### src/hw/rtl/drld_pkg.sv
`timescale 1ns / 1ps
// Package with the shared types and constants of the data-run list decoder.
package drld_pkg;

	// Largest length or offset field, in bytes, that a header may announce.
	localparam logic [3:0] MAX_FIELD_BYTES = 4'd4;

	localparam int ACC_W     = 32;
	localparam int CLUSTER_W = 64;

	// Result kinds.
	localparam logic [1:0] KIND_RUN = 2'd0;
	localparam logic [1:0] KIND_END = 2'd1;
	localparam logic [1:0] KIND_ERR = 2'd2;

	typedef enum logic [1:0] {
		PH_IDLE,
		PH_HEADER,
		PH_LENGTH,
		PH_OFFSET
	} phase_t;

	typedef struct packed {
		logic [7:0] data_byte;
		logic       list_start;
	} item_t;

	typedef struct packed {
		logic [1:0]           result_kind;
		logic [CLUSTER_W-1:0] run_first;
		logic [CLUSTER_W-1:0] run_end;
		logic [CLUSTER_W-1:0] lowest_cluster;
		logic [CLUSTER_W-1:0] highest_cluster;
	} result_t;

	// What the parser hands to the arithmetic stages for one result.
	typedef struct packed {
		logic [1:0]           kind;
		logic [CLUSTER_W-1:0] first;
		logic [ACC_W-1:0]     len;
	} run_s1_t;

endpackage

### src/hw/rtl/drld_parser.sv
`timescale 1ns / 1ps
// Byte-level run list parser: header decode, field collection and running start cluster.
module drld_parser (
	input  logic                     clk,
	input  logic                     arst_n,
	input  logic                     accept,
	input  drld_pkg::item_t          item,
	input  logic                     s1_load,
	output logic                     valid_s1,
	output drld_pkg::run_s1_t        run_s1
);

	drld_pkg::phase_t phase_q, phase_n, phase_cur;
	logic [2:0]  bytes_left_q, bytes_left_n;
	logic [2:0]  length_size_q, length_size_n;
	logic [2:0]  offset_size_q, offset_size_n;
	logic [drld_pkg::ACC_W-1:0]     length_acc_q, length_acc_n;
	logic [drld_pkg::ACC_W-1:0]     offset_acc_q, offset_acc_n;
	logic [drld_pkg::CLUSTER_W-1:0] base_q, base_n, base_cur;
	logic [drld_pkg::CLUSTER_W-1:0] off_ext;

	logic [3:0] ls, os;
	logic       hdr_end, hdr_err;
	logic [2:0] left_dec;
	logic       field_done;
	logic [1:0] lane;

	logic                    res_v;
	drld_pkg::run_s1_t       res;

	assign ls        = item.data_byte[3:0];
	assign os        = item.data_byte[7:4];
	assign hdr_end   = (ls == 4'd0) || (os == 4'd0);
	assign hdr_err   = (ls > drld_pkg::MAX_FIELD_BYTES) || (os > drld_pkg::MAX_FIELD_BYTES);
	assign phase_cur = item.list_start ? drld_pkg::PH_HEADER : phase_q;
	assign base_cur  = item.list_start ? '0 : base_q;
	assign left_dec  = bytes_left_q - 3'd1;
	assign field_done = (left_dec == 3'd0);

	// Next phase.
	always_comb begin
		phase_n = phase_cur;
		case (phase_cur)
			drld_pkg::PH_HEADER: begin
				if (hdr_end || hdr_err) begin
					phase_n = drld_pkg::PH_IDLE;
				end else begin
					phase_n = drld_pkg::PH_LENGTH;
				end
			end
			drld_pkg::PH_LENGTH: begin
				if (field_done) begin
					phase_n = drld_pkg::PH_OFFSET;
				end
			end
			drld_pkg::PH_OFFSET: begin
				if (field_done) begin
					phase_n = drld_pkg::PH_HEADER;
				end
			end
			default: begin
				phase_n = phase_cur;
			end
		endcase
	end

	// Datapath and result.
	always_comb begin
		bytes_left_n  = bytes_left_q;
		length_size_n = length_size_q;
		offset_size_n = offset_size_q;
		length_acc_n  = length_acc_q;
		offset_acc_n  = offset_acc_q;
		base_n        = base_cur;
		off_ext       = '0;
		lane          = 2'd0;
		res_v         = 1'b0;
		res.kind      = drld_pkg::KIND_RUN;
		res.first     = '0;
		res.len       = '0;
		case (phase_cur)
			drld_pkg::PH_HEADER: begin
				length_acc_n = '0;
				offset_acc_n = '0;
				if (hdr_end) begin
					res_v    = 1'b1;
					res.kind = drld_pkg::KIND_END;
				end else if (hdr_err) begin
					res_v    = 1'b1;
					res.kind = drld_pkg::KIND_ERR;
				end else begin
					length_size_n = ls[2:0];
					offset_size_n = os[2:0];
					bytes_left_n  = ls[2:0];
				end
			end
			drld_pkg::PH_LENGTH: begin
				lane = 2'(length_size_q - bytes_left_q);
				length_acc_n[{lane, 3'b000} +: 8] =
					length_acc_q[{lane, 3'b000} +: 8] | item.data_byte;
				bytes_left_n = field_done ? offset_size_q : left_dec;
			end
			drld_pkg::PH_OFFSET: begin
				lane = 2'(offset_size_q - bytes_left_q);
				offset_acc_n[{lane, 3'b000} +: 8] =
					offset_acc_q[{lane, 3'b000} +: 8] | item.data_byte;
				bytes_left_n = left_dec;
				if (field_done) begin
					// Sign-extend the offset from its announced byte count.
					case (offset_size_q)
						3'd1: off_ext = {{56{offset_acc_n[7]}}, offset_acc_n[7:0]};
						3'd2: off_ext = {{48{offset_acc_n[15]}}, offset_acc_n[15:0]};
						3'd3: off_ext = {{40{offset_acc_n[23]}}, offset_acc_n[23:0]};
						3'd4: off_ext = {{32{offset_acc_n[31]}}, offset_acc_n[31:0]};
						default: off_ext = {32'd0, offset_acc_n};
					endcase
					base_n       = base_cur + off_ext;
					bytes_left_n = 3'd0;
					res_v        = 1'b1;
					res.kind     = drld_pkg::KIND_RUN;
					res.first    = base_n;
					res.len      = length_acc_q;
				end
			end
			default: begin
				bytes_left_n = bytes_left_q;
			end
		endcase
	end

	always_ff @(posedge clk or negedge arst_n) begin
		if (!arst_n) begin
			phase_q       <= drld_pkg::PH_IDLE;
			bytes_left_q  <= '0;
			length_size_q <= '0;
			offset_size_q <= '0;
			length_acc_q  <= '0;
			offset_acc_q  <= '0;
			base_q        <= '0;
		end else if (accept) begin
			phase_q       <= phase_n;
			bytes_left_q  <= bytes_left_n;
			length_size_q <= length_size_n;
			offset_size_q <= offset_size_n;
			length_acc_q  <= length_acc_n;
			offset_acc_q  <= offset_acc_n;
			base_q        <= base_n;
		end
	end

	always_ff @(posedge clk or negedge arst_n) begin
		if (!arst_n) begin
			valid_s1 <= 1'b0;
		end else if (s1_load) begin
			valid_s1 <= accept && res_v;
		end
	end

	always_ff @(posedge clk) begin
		if (s1_load && accept && res_v) begin
			run_s1 <= res;
		end
	end

endmodule

### src/hw/rtl/data_run_list_decoder.sv
`timescale 1ns / 1ps
// Top level of the data-run list decoder.
//
// The block takes a run list one byte per transaction on the item channel
// (item_valid, item_stall, item). Setting list_start marks the first header
// byte of a new list and clears the running start cluster. Bytes that arrive
// with no list open are dropped without a result.
// Each finished run, each end-of-list header and each oversized header gives
// one transaction on the result channel (result_valid, result_stall, result),
// which also carries the lowest start and highest end cluster seen since reset.
// One byte is taken every cycle while item_stall is low. The byte passes three
// registers: the parser register, a stage that forms the run end, and the
// output register that updates the extremes and drives result_valid.
// When the receiver stalls, the output register holds its transaction and
// stall spreads back through the stages only as far as they are full, so
// bubbles are squeezed out before the item channel is stalled.
// Reset empties all stages, closes any open list and sets the lowest cluster
// to all ones and the highest cluster to zero.
module data_run_list_decoder (
	input  logic              clk,
	input  logic              arst_n,
	input  logic              item_valid,
	output logic              item_stall,
	input  drld_pkg::item_t   item,
	output logic              result_valid,
	input  logic              result_stall,
	output drld_pkg::result_t result
);

	logic accept;
	logic out_free, s2_free, s1_free;

	logic              valid_s1;
	drld_pkg::run_s1_t run_s1;

	logic                           valid_s2;
	logic [1:0]                     kind_s2;
	logic [drld_pkg::CLUSTER_W-1:0] first_s2;
	logic [drld_pkg::CLUSTER_W-1:0] end_s2;

	logic [drld_pkg::CLUSTER_W-1:0] lowest_q, highest_q;
	logic [drld_pkg::CLUSTER_W-1:0] lowest_n, highest_n;
	logic                           is_run;

	// A stage takes new data when it is empty or its contents move on.
	assign out_free   = !result_valid || !result_stall;
	assign s2_free    = !valid_s2 || out_free;
	assign s1_free    = !valid_s1 || s2_free;
	assign item_stall = !s1_free;
	assign accept     = item_valid && s1_free;

	drld_parser u_parser (
		.clk      (clk),
		.arst_n   (arst_n),
		.accept   (accept),
		.item     (item),
		.s1_load  (s1_free),
		.valid_s1 (valid_s1),
		.run_s1   (run_s1)
	);

	// Stage two: run end is the start plus the length.
	always_ff @(posedge clk or negedge arst_n) begin
		if (!arst_n) begin
			valid_s2 <= 1'b0;
		end else if (s2_free) begin
			valid_s2 <= valid_s1;
		end
	end

	always_ff @(posedge clk) begin
		if (s2_free && valid_s1) begin
			kind_s2  <= run_s1.kind;
			first_s2 <= run_s1.first;
			end_s2   <= run_s1.first + {32'd0, run_s1.len};
		end
	end

	// Output stage: fold a run into the global extremes. Non-run results
	// report the extremes as they stand after every earlier run.
	assign is_run    = (kind_s2 == drld_pkg::KIND_RUN);
	assign lowest_n  = (is_run && (first_s2 < lowest_q)) ? first_s2 : lowest_q;
	assign highest_n = (is_run && (end_s2 > highest_q)) ? end_s2 : highest_q;

	always_ff @(posedge clk or negedge arst_n) begin
		if (!arst_n) begin
			result_valid <= 1'b0;
			lowest_q     <= '1;
			highest_q    <= '0;
		end else if (out_free) begin
			result_valid <= valid_s2;
			if (valid_s2) begin
				lowest_q  <= lowest_n;
				highest_q <= highest_n;
			end
		end
	end

	always_ff @(posedge clk) begin
		if (out_free && valid_s2) begin
			result.result_kind     <= kind_s2;
			result.run_first       <= first_s2;
			result.run_end         <= end_s2;
			result.lowest_cluster  <= lowest_n;
			result.highest_cluster <= highest_n;
		end
	end

endmodule
### config.mk
export PLATFORM = sky130hd
export DESIGN_NAME = data_run_list_decoder
export DESIGN_NICKNAME = d
export VERILOG_FILES = /design/src/hw/rtl/drld_pkg.sv /design/src/hw/rtl/drld_parser.sv /design/src/hw/rtl/data_run_list_decoder.sv
export SDC_FILE = /design/constraint.sdc
export NUM_CORES = 1
export LEC_CHECK = 0
export BUFFER_PORTS_ARGS = -buffer_cell sky130_fd_sc_hd__buf_4
export CORE_ASPECT_RATIO = 0.75
export CORE_UTILIZATION = 59
export DETAILED_ROUTE_END_ITERATION = 12
export PLACE_DENSITY = 0.89
export SLEW_MARGIN = 20
export SYNTH_ARGS = -nofsm -noshare
export SYNTH_HDL_FRONTEND = slang
export SYNTH_SLANG_ARGS = --single-unit
### constraint.sdc
create_clock -name clk -period 30.2 [get_ports clk]
set_input_delay 1.51 -clock clk [delete_from_list [all_inputs] [get_ports clk]]
set_output_delay 1.51 -clock clk [all_outputs]
set_load 0.1 [all_outputs]
After elaboration in Yosys (flattened, before gate mapping)

Cells that the tools add are included.

Register bits: 755
Bits in latches: 0
RAM bits: 0
ROM bits: 0
Output and inout bits: 260
Memories kept: 0

$add $sub $neg: 7
$mul: 0
Divide/modulo/power cells: 0
Magnitude comparators: 4
Equal/unequal tests: 9
Shift-type cells: 6
Muxes and demuxes: 29
Bitwise gates (word level): 4
Reductions and logical operators: 32

Operators with widths:

| operator                                                      | number |
|---|---|
| 2-to-1 mux 64 bit                                             | 7 |
| case mux 64 bit (4 select lines)                              | 1 |
| case mux 32 bit (2 select lines)                              | 2 |
| adder 64 x 32 -> 64 bit                                       | 1 |
| adder 64 bit                                                  | 1 |
| bitwise mux 32 bit                                            | 2 |
| greater-than comparator 64 bit                                | 1 |
| less-than comparator 64 bit                                   | 1 |
| variable shift 8 x 7 -> 32 bit, first input constant          | 2 |
| variable part select 32 x 6 -> 8 bit                          | 2 |
| variable part select 8 x 7 -> 32 bit                          | 2 |
| OR 8 bit                                                      | 2 |
| negation 5 -> 7 bit                                           | 2 |
| 2-to-1 mux 2 bit                                              | 6 |
| 2-to-1 mux 3 bit                                              | 4 |
| case mux 3 bit (3 select lines)                               | 1 |
| greater-than comparator 4 x 3 -> 1 bit, second input constant | 2 |
| logical AND 1 bit                                             | 8 |
| zero test 4 bit                                               | 2 |
| AND reduction 2 bit                                           | 4 |
| AND reduction 4 bit                                           | 2 |
| equality test 3 x 2 -> 1 bit, second input constant           | 2 |
| logical OR 1 bit                                              | 6 |
| case mux 2 bit (3 select lines)                               | 1 |
| 16 further kinds                                              | 27 |

Longest topological paths before layout

Gate-level depths: netlist of the first run.

Depth after elaboration: 11
Mapped depth: 27
Mapped depth without buffers: 22

By module

Synthesis of the first run repeated with hierarchy kept, for this count alone.

Cell total of the unflattened synthesis: 3,170
Area, all modules: 38,505.7 µm²

By module, submodules not included:

| module                | times used | cells an instance | area an instance (µm²) | sequential area each (µm²) |
|---|---|---|---|---|
| data_run_list_decoder | 1          | 1,617             | 23,777.8               | 14,984.4 |
| drld_parser           | 1          | 1,553             | 14,727.9               | 6,421.2 |

Worst setup path before layout of the first run

Ideal clock, no wire load.

Path kind: input -> register
Start point: input port result_stall
End point: register highest_q[0] in the netlist's numbering
Arrival time: 26.088 ns
Setup slack: 3.956 ns
Cell stages on the path: 3
Buffers on the path: 0
Cell sequence: a21boi_0 > o21ai_1 > mux2_2

Longest elaborated chain between the ends: 3

Ends and longest elaborated chain:

| what                          | line                        | RTL |
|---|---|---|
| start, declared               | data_run_list_decoder.sv:26 | `input logic result_stall,` |
| zero test 1 bit               | data_run_list_decoder.sv:46 | `assign out_free = !result_valid \|\| !result_stall;` |
| logical OR 1 bit              | data_run_list_decoder.sv:46 |  |
| AND reduction 2 bit (no line) | -                           |  |
| end signal, assigned          | data_run_list_decoder.sv:94 | `highest_q <= highest_n;` |
| end, declared                 | data_run_list_decoder.sv:41 | `logic [drld_pkg::CLUSTER_W-1:0] lowest_q, highest_q;` |

No other way between the ends.
A chain may end at the register's enable or synchronous reset.

Worst setup path after layout of the first run

Start point: register u_parser.offset_size_q[0]
End point: register u_parser.base_q[62] in the netlist's numbering

Longest elaborated chain between the ends: 11
Elaborated cells between the ends (all ways): 17

Ends and longest elaborated chain:

| what                                 | line               | RTL |
|---|---|---|
| start, declared                      | drld_parser.sv:16  | `logic [2:0] offset_size_q, offset_size_n;` |
| start signal, assigned               | drld_parser.sv:144 | `offset_size_q <= offset_size_n;` |
| subtractor 2 bit                     | drld_parser.sv:104 | `lane = 2'(offset_size_q - bytes_left_q);` |
| variable part select 32 x 6 -> 8 bit | drld_parser.sv:106 | `offset_acc_q[{lane, 3'b000} +: 8] \| item.data_byte;` |
| OR 8 bit                             | drld_parser.sv:106 |  |
| variable part select 8 x 7 -> 32 bit | drld_parser.sv:105 | `offset_acc_n[{lane, 3'b000} +: 8] =` |
| bitwise mux 32 bit                   | drld_parser.sv:105 |  |
| case mux 64 bit (4 select lines) *   | drld_parser.sv:110 | `case (offset_size_q)` |
| 2-to-1 mux 64 bit *                  | drld_parser.sv:108 | `if (field_done) begin` |
| 2-to-1 mux 64 bit *                  | drld_parser.sv:81  | `case (phase_cur)` |
| adder 64 bit *                       | drld_parser.sv:117 | `base_n = base_cur + off_ext;` |
| 2-to-1 mux 64 bit *                  | drld_parser.sv:108 |  |
| 2-to-1 mux 64 bit *                  | drld_parser.sv:81  |  |
| end signal, assigned                 | drld_parser.sv:147 | `base_q <= base_n;` |
| end, declared                        | drld_parser.sv:19  | `logic [drld_pkg::CLUSTER_W-1:0] base_q, base_n, base_cur;` |

Every way passes the cells marked *; elsewhere a longest branch is shown, timed or not. The select of a mux whose other input is x is not followed.

==> results of run 1 <==
[area by class of cell]
| cell class | count | share of cell area |
|---|---|---|
| flip-flops and latches | 755 | 0.494 |
| well taps | 861 | 0.0249 |
| clock inverters | 39 | 0.00945 |
| inverters | 180 | 0.0156 |
| repair buffers | 297 | 0.0518 |
| multi-input cells | 2010 | 0.357 |
| clock buffers | 98 | 0.0465 |
[Yosys cell counts (11+ instances only)]
library cell and count:
edfxtp_1 486, nor4_1 14, o21bai_1 22, xnor2_1 93, nand3_1 38, mux4_2 15
clkbuf_1 103, and3_1 26, ha_1 222, nand4_1 50, and2_1 53, a31oi_1 27
o2111ai_1 12, o211ai_1 16, dfrtp_1 205, a22o_1 71, nand2_1 157, nor2b_1 76
dfstp_2 64, a21oi_1 142, a21o_1 137, xor2_1 29, nor2_1 148, nor3_1 28
nand2b_1 38, or3_1 15, o21ai_0 174, mux2_2 261, o21a_1 11, inv_1 179
[flip-flops by register name, summed over array words and instances (netlist names), 64 cells and up]
register and count:
first_s2 64, lowest_q 64, u_parser.run_s1 98, result 258, end_s2 64, highest_q 64
u_parser.base_q 64
[layout by cell type, fill, tap and decap left out, types with 11 or more instances in the layout]
master / netlist / routed
a21o_1: 137 / 137
a21oi_1: 142 / 141
a22o_1: 71 / 71
a31oi_1: 27 / 27
and2_1: 53 / 51
and3_1: 26 / 26
buf_4: 3 / 294
clkbuf_1: 103 / 18
clkbuf_16: 0 / 75
clkinv_2: 0 / 15
dfrtp_1: 205 / 205
dfstp_2: 64 / 64
edfxtp_1: 486 / 486
ha_1: 222 / 222
inv_1: 179 / 179
mux2_2: 261 / 261
mux4_2: 15 / 15
nand2_1: 157 / 155
nand2b_1: 38 / 38
nand3_1: 38 / 37
nand4_1: 50 / 50
nor2_1: 148 / 147
nor2b_1: 76 / 76
nor3_1: 28 / 28
nor4_1: 14 / 14
o2111ai_1: 12 / 12
o211ai_1: 16 / 16
o21a_1: 11 / 11
o21ai_0: 174 / 174
o21bai_1: 22 / 22
or3_1: 15 / 15
xnor2_1: 93 / 93
xor2_1: 29 / 29
[power by group]
group	internal (mW)	switching [mW]	leakage [nW]
Combinational	0.468	0.884	8.91
Clock	0.514	0.412	1.18
Sequential	1.36	0.134	7.93
[cell families (layout without fill, tap and decap cells)]
group / count (synthesis) / after routing / share of synthesized area
flops: 755 / 755 / 0.564
compound gates: 700 / 700 / 0.123
simple gates: 677 / 677 / 0.0907
buf+inv: 298 / 614 / 0.0300
mux: 286 / 286 / 0.0892
fa+ha+maj: 224 / 224 / 0.0743
xor+xnor: 123 / 123 / 0.0288
[per-stage QoR]
| step | cell area [um^2] | setup WS [ns] | cells |
|---|---|---|---|
| finish | 43300 | 22.90 | 4240 |
| global route | 43300 | 22.42 | 4240 |
| CTS | 43300 | 23.06 | 4240 |
| detailed placement | 40900 | 23.08 | 4103 |
| global placement | 40900 | 23.16 | 4103 |
| floorplan | 37900 | 3.96 | 3063 |
[worst max-delay path: stages (launching register included)]
cell	delay, ns
dfrtp_1	0.48
inv_1	0.09
ha_1	0.23
xnor3_2	0.50
inv_1	0.21
ha_1	0.53
nor2b_1	0.14
a21o_1	0.20
o22ai_1	0.67
a211oi_4	0.06
buf_4	0.31
inv_2	0.08
buf_4	0.42
ha_1	0.40
a21o_1	0.21
a21o_1	0.17
a21oi_1	0.18
o21ai_0	0.12
a21oi_1	0.21
nor2_1	0.06
a211oi_1	0.70
a31oi_1	0.22
o31ai_2	0.31
mux2_1	0.36
a211o_1	0.27
[worst max-delay path by stage]
stage | start | end | slack (ns) | cells after the start
after floorplan | result_stall | highest_q[0]$_DFFE_PN0P_ | 3.96 | 3
after global placement | u_parser.offset_size_q[0]$_DFFE_PN0P_ | u_parser.base_q[62]$_DFFE_PN0P_ | 23.16 | 24
after detailed placement | u_parser.offset_size_q[0]$_DFFE_PN0P_ | u_parser.base_q[62]$_DFFE_PN0P_ | 23.08 | 24
after CTS | u_parser.offset_size_q[0]$_DFFE_PN0P_ | u_parser.base_q[62]$_DFFE_PN0P_ | 23.06 | 24
after global routing | u_parser.offset_size_q[0]$_DFFE_PN0P_ | u_parser.base_q[62]$_DFFE_PN0P_ | 22.42 | 24
final | u_parser.offset_size_q[0]$_DFFE_PN0P_ | u_parser.base_q[62]$_DFFE_PN0P_ | 22.90 | 24
[per-layer routing]
layer | wire, um | vias up | share of wire | track usage
met5 | 23 | - | 0.00024 | 0
met4 | 2820 | 4 | 0.029 | 0.0892
met3 | 9480 | 175 | 0.098 | 0.0747
met2 | 42900 | 1277 | 0.45 | 0.437
met1 | 41100 | 12800 | 0.43 | 0.426
li1 | - | 11800 | - | -
==> impl_metrics.env, run 1 <==
export IMPL_outcome="finished clean"
export IMPL_die_x_um=295
export IMPL_rows=80
export IMPL_leakage_nw=18.0
export IMPL_register_area_mm2=0.0214
export IMPL_power_per_cell_area_mw_per_mm2=87.1
export IMPL_async_flop_share=0.356
export IMPL_required_ns=30.72
export IMPL_min_period_over_period=0.242
export IMPL_yosysTopAreaCellShare=0.385
export IMPL_io_buffer_count=272
export IMPL_hpwl_mm=66.6
export IMPL_grt_max_degree=86
export IMPL_min_path_cells=0
export IMPL_pin_count=273
export IMPL_clk_pin_slew_worst_paths_ns=0.07
export IMPL_synth_edf_count=486
export IMPL_synth_ff_type="edfxtp_1"
export IMPL_clock_sinks=755
export IMPL_drv_cap=0
export IMPL_synth_avg_cell_area_um2=12.4
export IMPL_viasPerCell=6.15
export IMPL_setup_viol=0
export IMPL_ir_drop_uv=47.9
export IMPL_core_mm2=0.0636
export IMPL_antenna_found_initial=2
export IMPL_drive_above_1_share=0.234
export IMPL_wl_mm=96.3
export IMPL_syn_instance_count=3063
export IMPL_fillers=4253
export IMPL_grt_pass1_vias=25400
export IMPL_fmax_ghz=0.137
export IMPL_worst_setup_path_start_kind="flop"
export IMPL_multi_input_area_mm2=0.0155
export IMPL_rr_startpoint="u_parser.offset_size_q[0]$_DFFE_PN0P_"
export IMPL_synthDistinctLibCells=90
export IMPL_fin_util=0.681
export IMPL_fin_hold_ws_ns=0.419
export IMPL_yosysTopAreaCell="edfxtp_1"
export IMPL_place_gp_congestion=0.937
export IMPL_cts_max_level=3
export IMPL_die_area_mm2=0.0653
export IMPL_tns_ns=0
export IMPL_root_buffer="clkbuf_16"
export IMPL_cts_tree="built"
export IMPL_detail_route_iter0_violations=2715
export IMPL_worstHoldStart="u_parser.run_s1[97]$_SDFFCE_PP0P_"
export IMPL_fin_skew_ns=0.0290
export IMPL_first_pass_iters=6
export IMPL_ys_seq_area_frac=0.564
export IMPL_p_total_mw=3.77
export IMPL_wl_per_cell_um=22.7
export IMPL_die_y_um=222
export IMPL_worst_pin_slew_ns=1.14
export IMPL_end_kind="flop"
export IMPL_ant_nets=0
export IMPL_num_vias=26100
export IMPL_track_usage=0.294
export IMPL_path_class="flop to flop"
export IMPL_cp_arrival_ns=7.82
export IMPL_syn_num_nets=3300
export IMPL_cts_path_max_buffers=3
export IMPL_drc=0
export IMPL_initial_utilization=0.597
export IMPL_worstHoldPathType="flop to flop"
export IMPL_min_to="kind_s2[1]$_DFFE_PP_"
export IMPL_max_slew_margin=0.242
export IMPL_layout_nets=3555
export IMPL_rsz0062_at_grt="false"
export IMPL_synth_area_top_cells="edfxtp_1 38%, dfrtp_1 14%, mux2_2 7.7%"
export IMPL_finalHoldViolCount=0
export IMPL_synth_area_mm2=0.0379
export IMPL_grt_pass1_wl_mm=148
export IMPL_insertion_delay_ns=0.65
export IMPL_slew_violations=0
export IMPL_postCtsResizedCells=0
export IMPL_cts_inserted_buffers=74
export IMPL_yosys_warnings=0
export IMPL_critical_path_max_fanout=42
export IMPL_overflow=0
export IMPL_diodes=0
export IMPL_cts_hold_buf=0
export IMPL_ys_ff_latch=755
export IMPL_reg2reg_setup_slack_ns=22.90
export IMPL_area_growth_synth_to_final_pct=14.1
export IMPL_r2r_cells=24
export IMPL_cts_setup_buffers=0
export IMPL_reg2reg_to="u_parser.base_q[62]$_DFFE_PN0P_"
export IMPL_layout_min_cycle_time_ns=7.30
No activity file was read; power rests on OpenSTA's default activity.
==> run 2: changes to the inputs <==
--- a/config.mk
+++ b/config.mk
@@ -5,11 +5,12 @@
 export SDC_FILE = /design/constraint.sdc
 export NUM_CORES = 1
 export LEC_CHECK = 0
+export ABC_AREA = 1
 export BUFFER_PORTS_ARGS = -buffer_cell sky130_fd_sc_hd__buf_4
 export CORE_ASPECT_RATIO = 0.75
-export CORE_UTILIZATION = 59
+export CORE_UTILIZATION = 55
 export DETAILED_ROUTE_END_ITERATION = 12
-export PLACE_DENSITY = 0.89
+export PLACE_DENSITY = 0.88
 export SLEW_MARGIN = 20
 export SYNTH_ARGS = -nofsm -noshare
 export SYNTH_HDL_FRONTEND = slang
==> constraint.sdc (replaced) <==
create_clock -name clk -period 6 [get_ports clk]
set_input_delay 0.3 -clock clk [delete_from_list [all_inputs] [get_ports clk]]
set_output_delay 0.3 -clock clk [all_outputs]
set_load 0.1 [all_outputs]
==> run 2 against run 1 <==
Against the previous run: non-clock buffer count up 5; routed wire length up 8.0%; final area up 2.3%; highest routed layer is now met4; count of clock-buffer cells in the layout up 3; largest cell class unchanged; via count up 16%; critical path depth up 1; first-iteration DRC count up 36%.
==> impl_metrics.env, run 2 <==
export IMPL_outcome="finished clean"
export IMPL_synthDistinctLibCells=63
export IMPL_synth_simple_area_share=0.150
export IMPL_synth_ff_type="edfxtp_1"
export IMPL_reg_top3="result (258), u_parser.run_s1 (98)"
export IMPL_insertion_delay_ns=0.64
export IMPL_wl_met3_mm=11.7
export IMPL_antenna_found_initial=3
export IMPL_diodes=0
export IMPL_io_buffer_count=272
export IMPL_drive_above_1_share=0.134
export IMPL_cts_tree="built"
export IMPL_fmax_ghz=0.183
export IMPL_drv_cap=0
export IMPL_worstHoldPathType="primary input to flop"
export IMPL_synth_top_family_by_area="simple AND/OR/NAND/NOR gates"
export IMPL_cp_arrival_ns=5.88
export IMPL_synth_area_top_cells="edfxtp_1 38%, dfrtp_1 13%, ha_1 7.2%"
export IMPL_initial_utilization=0.560
export IMPL_hpwl_mm=74.7
export IMPL_leakage_nw=19.3
export IMPL_clk_pin_slew_worst_paths_ns=0.07
export IMPL_yosys_warnings=0
export IMPL_rsz0062_at_grt="false"
export IMPL_synthMuxAreaShare=0
export IMPL_grt_pass1_wl_mm=159
export IMPL_synth_fa_ha_area_frac=0.0731
export IMPL_route_met2_wl_mm=45.4
export IMPL_required_ns=6.40
export IMPL_finalHoldViolCount=0
export IMPL_wl_mm=104
export IMPL_overflow=0
export IMPL_power_per_cell_area_mw_per_mm2=447
export IMPL_yosysTopAreaCellShare=0.378
export IMPL_dp_cells=5089
export IMPL_tns_ns=0
export IMPL_die_area_mm2=0.0712
export IMPL_fillers=5100
export IMPL_crit_family="compound AO/OA/AOI/OAI gates"
export IMPL_root_buffer="clkbuf_16"
export IMPL_min_period_over_period=0.913
export IMPL_crit_slowest_cell="ha_2"
export IMPL_layout_commonest_cell="nand2_1"
export IMPL_synthMostInstantiatedCell="nand2_1"
export IMPL_die_y_um=231
export IMPL_drt_met1_wl_mm=44.9
export IMPL_final_cell_mix="701 x nand2_1, 542 x inv_1, 486 x edfxtp_1, 368 x nor2_1, 300 x a21oi_1"
export IMPL_layout_nets=4478
export IMPL_yosys_area_share_xor_xnor=0.0243
export IMPL_cts_path_max_buffers=3
export IMPL_detail_route_iter0_violations=3696
export IMPL_ys_ff_latch=755
export IMPL_ant_nets=0
export IMPL_slew_violations=0
export IMPL_fin_skew_ns=0.0381
export IMPL_core_mm2=0.0689
export IMPL_worst_setup_path_start_kind="flop"
export IMPL_area_growth_synth_to_final_pct=14.8
export IMPL_cts_inserted_buffers=75
export IMPL_pin_count=273
export IMPL_yosys_top_cells_count="704 x nand2_1, 546 x inv_1, 486 x edfxtp_1"
export IMPL_die_x_um=308
export IMPL_wl_per_cell_um=19.8
export IMPL_largest_register="result"
export IMPL_viasPerCell=5.78
export IMPL_synth_compound_area_frac=0.132
export IMPL_synth_area_mm2=0.0386
export IMPL_rows=83
export IMPL_ys_seq_area_frac=0.555
export IMPL_crit_top_cell="inv_1"
export IMPL_grt_max_degree=237
export IMPL_ir_drop_uv=235
export IMPL_track_usage=0.288
export IMPL_syn_num_nets=4213
export IMPL_max_slew_margin=0.241
export IMPL_yosysTopAreaCell="edfxtp_1"
export IMPL_cpPeakStageDelay_ns=0.50
export IMPL_end_kind="flop"
export IMPL_num_vias=30300
export IMPL_synth_avg_cell_area_um2=9.70
export IMPL_placed_area_mm2=0.0416
export IMPL_async_flop_share=0.356
export IMPL_critPathBufInv=6
export IMPL_fin_hold_ws_ns=0.112
export IMPL_cts_max_level=3
export IMPL_synth_edf_count=486
export IMPL_design_area_mm2=0.0443
export IMPL_fin_cells=5239
export IMPL_setup_viol=0
export IMPL_top_layer="met4"
export IMPL_syn_instance_count=3976
export IMPL_first_pass_iters=6
export IMPL_clock_sinks=755
export IMPL_largest_register_ffs=258
export IMPL_drc=0
export IMPL_worst_pin_slew_ns=1.14
export IMPL_place_gp_congestion=0.988
export IMPL_path_class="flop to flop"
export IMPL_critical_path_max_fanout=16
export IMPL_layout_min_cycle_time_ns=5.48
export IMPL_grt_pass1_vias=28500
## run 2: metal layers
metal | vias up | GRT usage
met4 | 0 | 0.0690
met5 | - | 0
met3 | 145 | 0.0630
met2 | 1612 | 0.428
met1 | 14500 | 0.430
li1 | 14100 | -
## run 2: area by class of cell
class	count	area [um^2]	area share
Sequential cell	755	21400	0.483
Inverter	556	2100	0.0475
Tap cell	935	1170	0.0264
Multi-Input combinational cell	2551	14600	0.331
Clock buffer	101	2120	0.0478
Clock inverter	39	494	0.0112
Timing Repair Buffer	302	2340	0.0528
## run 2: worst paths after layout
path | from | slack (ns) | depth (start not counted) | endpoint
min in group asynchronous | arst_n | 0.25 | 2 | u_parser.base_q[53]$_DFFE_PN0P_
worst max register to register | u_parser.offset_size_q[0]$_DFFE_PN0P_ | 0.52 | 25 | u_parser.run_s1[86]$_SDFFCE_PN0P_
worst min register to register | u_parser.run_s1[96]$_SDFFCE_PP0P_ | 0.42 | 0 | kind_s2[0]$_DFFE_PP_
worst min-delay path | item[2] | 0.11 | 3 | u_parser.length_size_q[1]$_DFFE_PN0P_
worst max-delay path | u_parser.offset_size_q[0]$_DFFE_PN0P_ | 0.52 | 25 | u_parser.run_s1[86]$_SDFFCE_PN0P_
max in group asynchronous | arst_n | 4.44 | 3 | highest_q[29]$_DFFE_PN0P_
## run 2: kinds of logic after synthesis
logic type | Yosys count
and+or+nand+nor | 1350
AOI/OAI and AO/OA | 872
DFF | 755
buffers and inverters | 670
adders and majority gates | 224
xor gates and xnor gates | 105
## run 2: what timing repair did
item / 4_1_cts / 5_1_grt
resized for setup: 0 / 3
hold buffers: 6 / 0
hold endpoints to repair: 54 / 0
buffers inserted: 0 / 4
setup endpoints to repair: 0 / 26
## run 2: worst reg2reg max path, stage by stage, from the launching register on
cell and delay (ns):
dfrtp_1 0.38, inv_1 0.11, ha_2 0.50, clkinvlp_4 0.26, nand2_4 0.24, nor2_1 0.06, a2111oi_0 0.27, inv_1 0.18
a22oi_1 0.26, inv_1 0.10, ha_1 0.23, fa_1 0.41, nand3_1 0.13, nand3_1 0.11, a21oi_1 0.25, o21ai_0 0.19
a21boi_0 0.26, inv_1 0.11, nand2_1 0.07, nand2_1 0.12, a21boi_0 0.39, o21ai_0 0.22, nand3_1 0.15, nand4_1 0.10
nand3_1 0.13, inv_1 0.05
## run 2: power breakdown
part | internal, mW | switching [mW]
Clock | 2.79 | 2.11
Sequential | 6.84 | 0.442
Combinational | 1.97 | 5.64
Total | 11.6 | 8.20
## run 2: through the flow
| step | setup slack [ns] | util | total power, mW |
|---|---|---|---|
| after global routing | 0.111 | 0.643 | 20.7 |
| after detailed placement | 0.470 | 0.604 | 14.7 |
| after global placement | 0.609 | 0.604 | 14.5 |
| after CTS | 0.475 | 0.642 | 19.7 |
| after floorplan | 0.736 | - | 12.9 |
| final | 0.524 | 0.643 | 19.8 |
